==> src/hw/rtl/bpa_pkg.sv <==
// buddy page allocator package: sizes, status codes, datapath op codes
// and the command and status words between controller and datapath
// no dependencies
`default_nettype none
package bpa_pkg;

  localparam int BPA_MAX_ORDER  = 8;
  localparam int BPA_PAGE_SHIFT = 12;

  localparam logic [1:0] ST_OK  = 2'd0;
  localparam logic [1:0] ST_OOM = 2'd1;
  localparam logic [1:0] ST_BAD = 2'd2;

  typedef logic [4:0] op_t;

  localparam op_t OP_NONE    = 5'd0;
  localparam op_t OP_CLR     = 5'd1;
  localparam op_t OP_LOAD    = 5'd2;
  localparam op_t OP_INC     = 5'd3;
  localparam op_t OP_TAKE    = 5'd4;
  localparam op_t OP_URD     = 5'd5;
  localparam op_t OP_U1      = 5'd6;
  localparam op_t OP_U2      = 5'd7;
  localparam op_t OP_SDEC    = 5'd8;
  localparam op_t OP_S2      = 5'd9;
  localparam op_t OP_S3      = 5'd10;
  localparam op_t OP_AFIN    = 5'd11;
  localparam op_t OP_FRD     = 5'd12;
  localparam op_t OP_FCLR    = 5'd13;
  localparam op_t OP_MRD     = 5'd14;
  localparam op_t OP_M2      = 5'd15;
  localparam op_t OP_M3      = 5'd16;
  localparam op_t OP_P1      = 5'd17;
  localparam op_t OP_P2      = 5'd18;
  localparam op_t OP_ERR_BAD = 5'd19;
  localparam op_t OP_ERR_OOM = 5'd20;

  typedef struct packed {
    op_t op;
  } cmd_t;

  typedef struct packed {
    logic clr_last;
    logic is_free;
    logic idx_bad;
    logic req_bad;
    logic head_nil;
    logic ord_max;
    logic ord_eq_req;
    logic meta_bad;
    logic bud_free;
  } stat_t;

endpackage
`default_nettype wire

==> src/hw/rtl/bpa_ctrl.sv <==
// controller state machine: sequences datapath ops for alloc and free
// depends on bpa_pkg
`default_nettype none
module bpa_ctrl (
  input  wire logic           clk,
  input  wire logic           rst_n,
  input  wire logic           start,
  input  wire bpa_pkg::stat_t st,
  output bpa_pkg::cmd_t       cmd,
  output logic                busy
);
  import bpa_pkg::*;

  localparam logic [4:0] S_CLR  = 5'd0;
  localparam logic [4:0] S_IDLE = 5'd1;
  localparam logic [4:0] S_DISP = 5'd2;
  localparam logic [4:0] S_SRCH = 5'd3;
  localparam logic [4:0] S_URD  = 5'd4;
  localparam logic [4:0] S_U1   = 5'd5;
  localparam logic [4:0] S_U2   = 5'd6;
  localparam logic [4:0] S_SCHK = 5'd7;
  localparam logic [4:0] S_S2   = 5'd8;
  localparam logic [4:0] S_S3   = 5'd9;
  localparam logic [4:0] S_FRD  = 5'd10;
  localparam logic [4:0] S_FCHK = 5'd11;
  localparam logic [4:0] S_MCHK = 5'd12;
  localparam logic [4:0] S_MTST = 5'd13;
  localparam logic [4:0] S_M2   = 5'd14;
  localparam logic [4:0] S_M3   = 5'd15;
  localparam logic [4:0] S_P1   = 5'd16;
  localparam logic [4:0] S_P2   = 5'd17;
  localparam logic [4:0] S_EBAD = 5'd18;
  localparam logic [4:0] S_EOOM = 5'd19;

  logic [4:0] state_r, state_nxt;

  always_ff @(posedge clk) begin
    if (!rst_n) begin
      state_r <= S_CLR;
    end else begin
      state_r <= state_nxt;
    end
  end

  assign busy = (state_r != S_IDLE);

  always_comb begin
    state_nxt = state_r;
    cmd.op    = OP_NONE;
    case (state_r)
      S_CLR: begin
        cmd.op = OP_CLR;
        if (st.clr_last) state_nxt = S_IDLE;
      end
      S_IDLE: begin
        if (start) begin
          cmd.op    = OP_LOAD;
          state_nxt = S_DISP;
        end
      end
      S_DISP: begin
        if (st.is_free) state_nxt = st.idx_bad ? S_EBAD : S_FRD;
        else            state_nxt = st.req_bad ? S_EBAD : S_SRCH;
      end
      S_SRCH: begin
        if (!st.head_nil) begin
          cmd.op    = OP_TAKE;
          state_nxt = S_URD;
        end else if (st.ord_max) begin
          state_nxt = S_EOOM;
        end else begin
          cmd.op = OP_INC;
        end
      end
      S_URD: begin
        cmd.op    = OP_URD;
        state_nxt = S_U1;
      end
      S_U1: begin
        cmd.op    = OP_U1;
        state_nxt = S_U2;
      end
      S_U2: begin
        cmd.op    = OP_U2;
        state_nxt = st.is_free ? S_M2 : S_SCHK;
      end
      S_SCHK: begin
        if (st.ord_eq_req) begin
          cmd.op    = OP_AFIN;
          state_nxt = S_IDLE;
        end else begin
          cmd.op    = OP_SDEC;
          state_nxt = S_S2;
        end
      end
      S_S2: begin
        cmd.op    = OP_S2;
        state_nxt = S_S3;
      end
      S_S3: begin
        cmd.op    = OP_S3;
        state_nxt = S_SCHK;
      end
      S_FRD: begin
        cmd.op    = OP_FRD;
        state_nxt = S_FCHK;
      end
      S_FCHK: begin
        if (st.meta_bad) begin
          state_nxt = S_EBAD;
        end else begin
          cmd.op    = OP_FCLR;
          state_nxt = S_MCHK;
        end
      end
      S_MCHK: begin
        if (st.ord_max) begin
          state_nxt = S_P1;
        end else begin
          cmd.op    = OP_MRD;
          state_nxt = S_MTST;
        end
      end
      S_MTST: state_nxt = st.bud_free ? S_URD : S_P1;
      S_M2: begin
        cmd.op    = OP_M2;
        state_nxt = S_M3;
      end
      S_M3: begin
        cmd.op    = OP_M3;
        state_nxt = S_MCHK;
      end
      S_P1: begin
        cmd.op    = OP_P1;
        state_nxt = S_P2;
      end
      S_P2: begin
        cmd.op    = OP_P2;
        state_nxt = S_IDLE;
      end
      S_EBAD: begin
        cmd.op    = OP_ERR_BAD;
        state_nxt = S_IDLE;
      end
      S_EOOM: begin
        cmd.op    = OP_ERR_OOM;
        state_nxt = S_IDLE;
      end
      default: state_nxt = S_IDLE;
    endcase
  end
endmodule
`default_nettype wire

==> config.mk <==
export PLATFORM = sky130hd
export DESIGN_NAME = bpa_ctrl
export DESIGN_NICKNAME = d
export VERILOG_FILES = /design/src/hw/rtl/bpa_pkg.sv /design/src/hw/rtl/bpa_ctrl.sv
export SDC_FILE = /design/constraint.sdc
export NUM_CORES = 1
export LEC_CHECK = 0
export ABC_AREA = 1
export CORE_MARGIN = 2
export CORE_UTILIZATION = 50
export DETAILED_ROUTE_END_ITERATION = 7
export DONT_BUFFER_PORTS = 1
export PLACE_DENSITY = 0.72
export SKIP_LAST_GASP = 1
export SLEW_MARGIN = 20
export SYNTH_ARGS = -nofsm -noshare
export SYNTH_HDL_FRONTEND = slang
export SYNTH_SLANG_ARGS = --single-unit
==> constraint.sdc <==
create_clock -name clk -period 3.9 [get_ports clk]
set_input_delay 0.78 -clock clk [delete_from_list [all_inputs] [get_ports clk]]
set_output_delay 0.78 -clock clk [all_outputs]
set_load 0.02 [all_outputs]
## Yosys cells after proc, flatten, opt, wreduce, memory -nomap -nowiden

Index checks and enable logic that the tools add are counted.

- Bits in registers: 5
- Bits of input ports: 12
- Output and inout bits: 6
- Word-level logic and storage cells: 46

- Equal/unequal tests: 23
- Muxes and demuxes: 20
- Reductions and logical operators: 2

Operators with widths:

| kind | count |
|---|---|
| 5-bit one-hot mux with 18 select lines | 1 |
| 5-bit one-hot mux with 17 select lines | 1 |
| 5-bit 2-to-1 mux | 10 |
| 5-bit by 4-bit == test with 1-bit output (second input constant) | 8 |
| 5-bit by 3-bit == test with 1-bit output (second input constant) | 4 |
| 5-bit == test (second input constant) | 4 |
| 4-bit 2-to-1 mux | 4 |
| 5-bit by 2-bit == test with 1-bit output (second input constant) | 2 |
| 2-bit 2-to-1 mux | 3 |
| 5-bit by 1-bit == test with 1-bit output (second input constant) | 1 |
| 5-bit zero test | 1 |
| 5-bit by 1-bit != test with 1-bit output (second input constant) | 1 |
| 2-bit != test (second input constant) | 2 |
| 3-bit 2-to-1 mux | 1 |
| 3-bit != test (second input constant) | 1 |
| 3-bit AND reduction | 1 |

## Longest topological paths before layout

- Depth after elaboration: 3
- Mapped depth: 11
- Gate-level depth less buffers: 10

## Least setup slack after synthesis

No wires, ideal clock.

- Path kind: input port to output port
- From: input port st[3] (netlist name)
- To: output port cmd[3] (netlist name)
- Data arrival time: 1.350 ns
- Required time: 3.120 ns
- Setup slack: 1.770 ns
- Stages: 5
- Path buffers: 0
- Path through: inv_1 > nand3_1 > nand2_1 > nor2_1 > nand4_1

RTL lines:

| what | line | RTL |
|---|---|---|
| from (decl) | bpa_ctrl.sv:8 | `input wire bpa_pkg::stat_t st,` |
| to (decl) | bpa_ctrl.sv:9 | `output bpa_pkg::cmd_t cmd,` |

==> impl_metrics.env <==
export IMPL_hpwlAfterDp_um=1610
export IMPL_hold_path_class="input port to register"
export IMPL_yosys_cell_count_top_type="nand2_1"
export IMPL_fp_dieW_um=41.6
export IMPL_cts_tree="done"
export IMPL_rsz0062_at_grt="false"
export IMPL_met1_length_um=841
export IMPL_cts_buffer_depth=2
export IMPL_drive_gt1_frac=0.0956
export IMPL_finalSetupViolations=0
export IMPL_cp_required_ns=3.12
export IMPL_drt_iter0_markers=49
export IMPL_pwr_share_seq=0.208
export IMPL_syn_nets=147
export IMPL_synth_seq_cells=5
export IMPL_synth_top_cell_by_area="nand3_1"
export IMPL_synth_top_family_by_area="simple AND/OR/NAND/NOR gates"
export IMPL_synthCells=135
export IMPL_path_buf_inv=0
export IMPL_clk_pin_slew_ns=0.04
export IMPL_r2r_start="state_r[2]"
export IMPL_synth_common_cells="nand2_1 (29), nor2_1 (27), nand3_1 (26), inv_1 (15), o21ai_0 (8)"
export IMPL_cp_slowest_cell="nor2_1"
export IMPL_placed_cells=147
export IMPL_synthXorXnorAreaFrac=0
export IMPL_vias_per_cell=6.27
export IMPL_fin_tns_setup_ns=0
export IMPL_drv_slew=0
export IMPL_synthArstFlopShare=0
export IMPL_outcome="complete, no violations"
export IMPL_max_clock_freq_ghz=0.364
export IMPL_largest_register="state_r"
export IMPL_r2r_cells=6
export IMPL_slew_headroom=0.514
export IMPL_wl_per_cell_um=13.6
export IMPL_yosysWarnings=0
export IMPL_intPower_mw=0.180
export IMPL_track_usage=0.243
export IMPL_hold_viol_final=0
export IMPL_grt_pass1_wl_um=3310
export IMPL_wirelength_um=2060
export IMPL_crit_end="cmd[1]"
export IMPL_nNetsFinal=149
export IMPL_ys_seq_area_frac=0.142
export IMPL_synth_main_ff_cell="dfxtp_1"
export IMPL_worst_path_stages=5
export IMPL_syn2layout_area_growth_pct=3.54
export IMPL_detail_route_antenna_nets=0
export IMPL_max_stage_delay_ns=0.56
export IMPL_dr_pass1_iters=5
export IMPL_path_cells="nor2_1 -> nand2_1 -> o21ai_0 -> nor3_1 -> nand2_1"
export IMPL_crit_family="simple AND/OR/NAND/NOR gates"
export IMPL_ir_drop_uv=272
export IMPL_row_count=13
export IMPL_antenna_found_initial=0
export IMPL_synth_edff_count=0
export IMPL_wl_met2_um=892
export IMPL_power_switching_mw=0.245
export IMPL_fin_crit_ns=2.75
export IMPL_num_io_pins=18
export IMPL_largest_register_ffs=5
export IMPL_root_buffer="clkbuf_4"
export IMPL_tightest_slew_ns=0.717
export IMPL_clkSinkCount=5
export IMPL_core_area_um2=1320
export IMPL_comb_power_share=0.655
export IMPL_synthDominantCellAreaShare=0.184
export IMPL_cp_common_cell="nand2_1"
export IMPL_highest_signal_layer="met4"
export IMPL_synthMuxAreaShare=0
export IMPL_ys_types=21
export IMPL_clockPowerShare=0.138
export IMPL_period_share=0.705
export IMPL_synth_compound_area_frac=0.0867
export IMPL_top_regs="state_r x5"
export IMPL_hold_depth=2
export IMPL_crit_arrival_ns=1.97
export IMPL_critPathKind="register to output port"
export IMPL_route_detailed_drc=0
export IMPL_antenna_cells=0
export IMPL_grt_start_max_net_pins=13
export IMPL_holdBufCountCts=0
export IMPL_synth_area_per_cell_um2=5.24
export IMPL_r2r_end="state_r[1]"
export IMPL_crit_fanout=11
export IMPL_synthSimpleGateAreaFrac=0.658
export IMPL_cap_violations=0
export IMPL_finalNonFillerCells=151
export IMPL_route_met3_wl_um=274
export IMPL_syn_area_um2=707
export IMPL_cts_repair_resize_count=0
export IMPL_io_buffer_count=0
export IMPL_cellLeakagePower_nw=0.417
export IMPL_vias=947
export IMPL_clock_skew_ns=0.00398
export IMPL_rrSetupSlack_ns=2.14
export IMPL_cts_buffers=3
export IMPL_dieArea_um2=1730
export IMPL_htree_levels=1
export IMPL_utilization=0.556
export IMPL_p_per_area_nw_per_um2=580
export IMPL_place_congestion=0.934
export IMPL_whs_ns=0.681
export IMPL_die_y_um=41.6
export IMPL_critPathLaunch="state_r[2]"
export IMPL_post_cts_buffers=0
export IMPL_synth_fa_ha_area_frac=0
export IMPL_crit_path_start_kind="register"
export IMPL_setup_worst_path_end_class="output port"
export IMPL_synthTopCellsByArea="nand3_1 (18%), nand2_1 (15%), nor2_1 (14%)"
export IMPL_gr_total_overflow=0
export IMPL_first_global_vias=776
export IMPL_switching_share=0.576
export IMPL_initial_core_util=0.537
export IMPL_insertion_delay_ns=0.24
[per-layer routing]
metal	vias up	track usage
li1	444	-
met5	-	0
met1	411	0.317
met2	82	0.388
met3	10	0.0826
met4	0	0.0516
[layout by cell type, fill, tap and decap left out, types with 3 or more instances in the layout]
cell type,n
clkbuf_4,3
dfxtp_1,5
inv_1,15
nand2_1,29
nand3_1,26
nand4_1,5
nor2_1,27
nor3_1,3
o21ai_0,8
[power groups by stage]
stage | clock [mW] | combinational (mW) | sequential [mW]
global route | 0.0673 | 0.312 | 0.0906
floorplan | 0 | 0.231 | 0.0811
detailed placement | 0 | 0.272 | 0.0883
finish | 0.0586 | 0.278 | 0.0882
CTS | 0.0618 | 0.273 | 0.0876
global placement | 0 | 0.273 | 0.0872
[kinds of logic (layout without fill, tap and decap cells)]
logic type | count (synthesis) | count (layout)
DFF | 5 | 5
AOI/OAI and AO/OA | 11 | 11
and+or+nand+nor | 100 | 100
buffers and inverters | 19 | 20
[per-stage QoR]
stage	area (um2)	total power [mW]	worst slack (ns)
global route	732	0.470	0.942
floorplan	707	0.312	1.77
detailed placement	706	0.360	1.44
global placement	706	0.360	1.48
CTS	732	0.422	1.17
finish	732	0.425	1.15
[worst min path at each step]
stage	start	end	slack [ns]
floorplan	state_r[3]	state_r[1]	0.66
global placement	state_r[2]	state_r[1]	0.78
detailed placement	state_r[2]	state_r[0]	0.83
CTS	rst_n	state_r[0]	0.67
global route	rst_n	state_r[0]	0.70
finish	rst_n	state_r[0]	0.68
[cell type report]
| cell class | instances | area, um2 |
|---|---|---|
| clock buffers | 4 | 26.3 |
| fillers | 148 | 586 |
| flip-flops and latches | 5 | 100 |
| well taps | 15 | 18.8 |
| multi-input cells | 111 | 527 |
| inverters | 16 | 60.1 |
[worst reg2reg max path: stages, from the launching register on]
cell and delay [ns]:
dfxtp_1 0.36, nor2_1 0.56, nand4_1 0.35, nand2_1 0.14
nor2_1 0.06, o21ai_0 0.08, a21oi_1 0.10
Power figures use the tool's default switching activity.
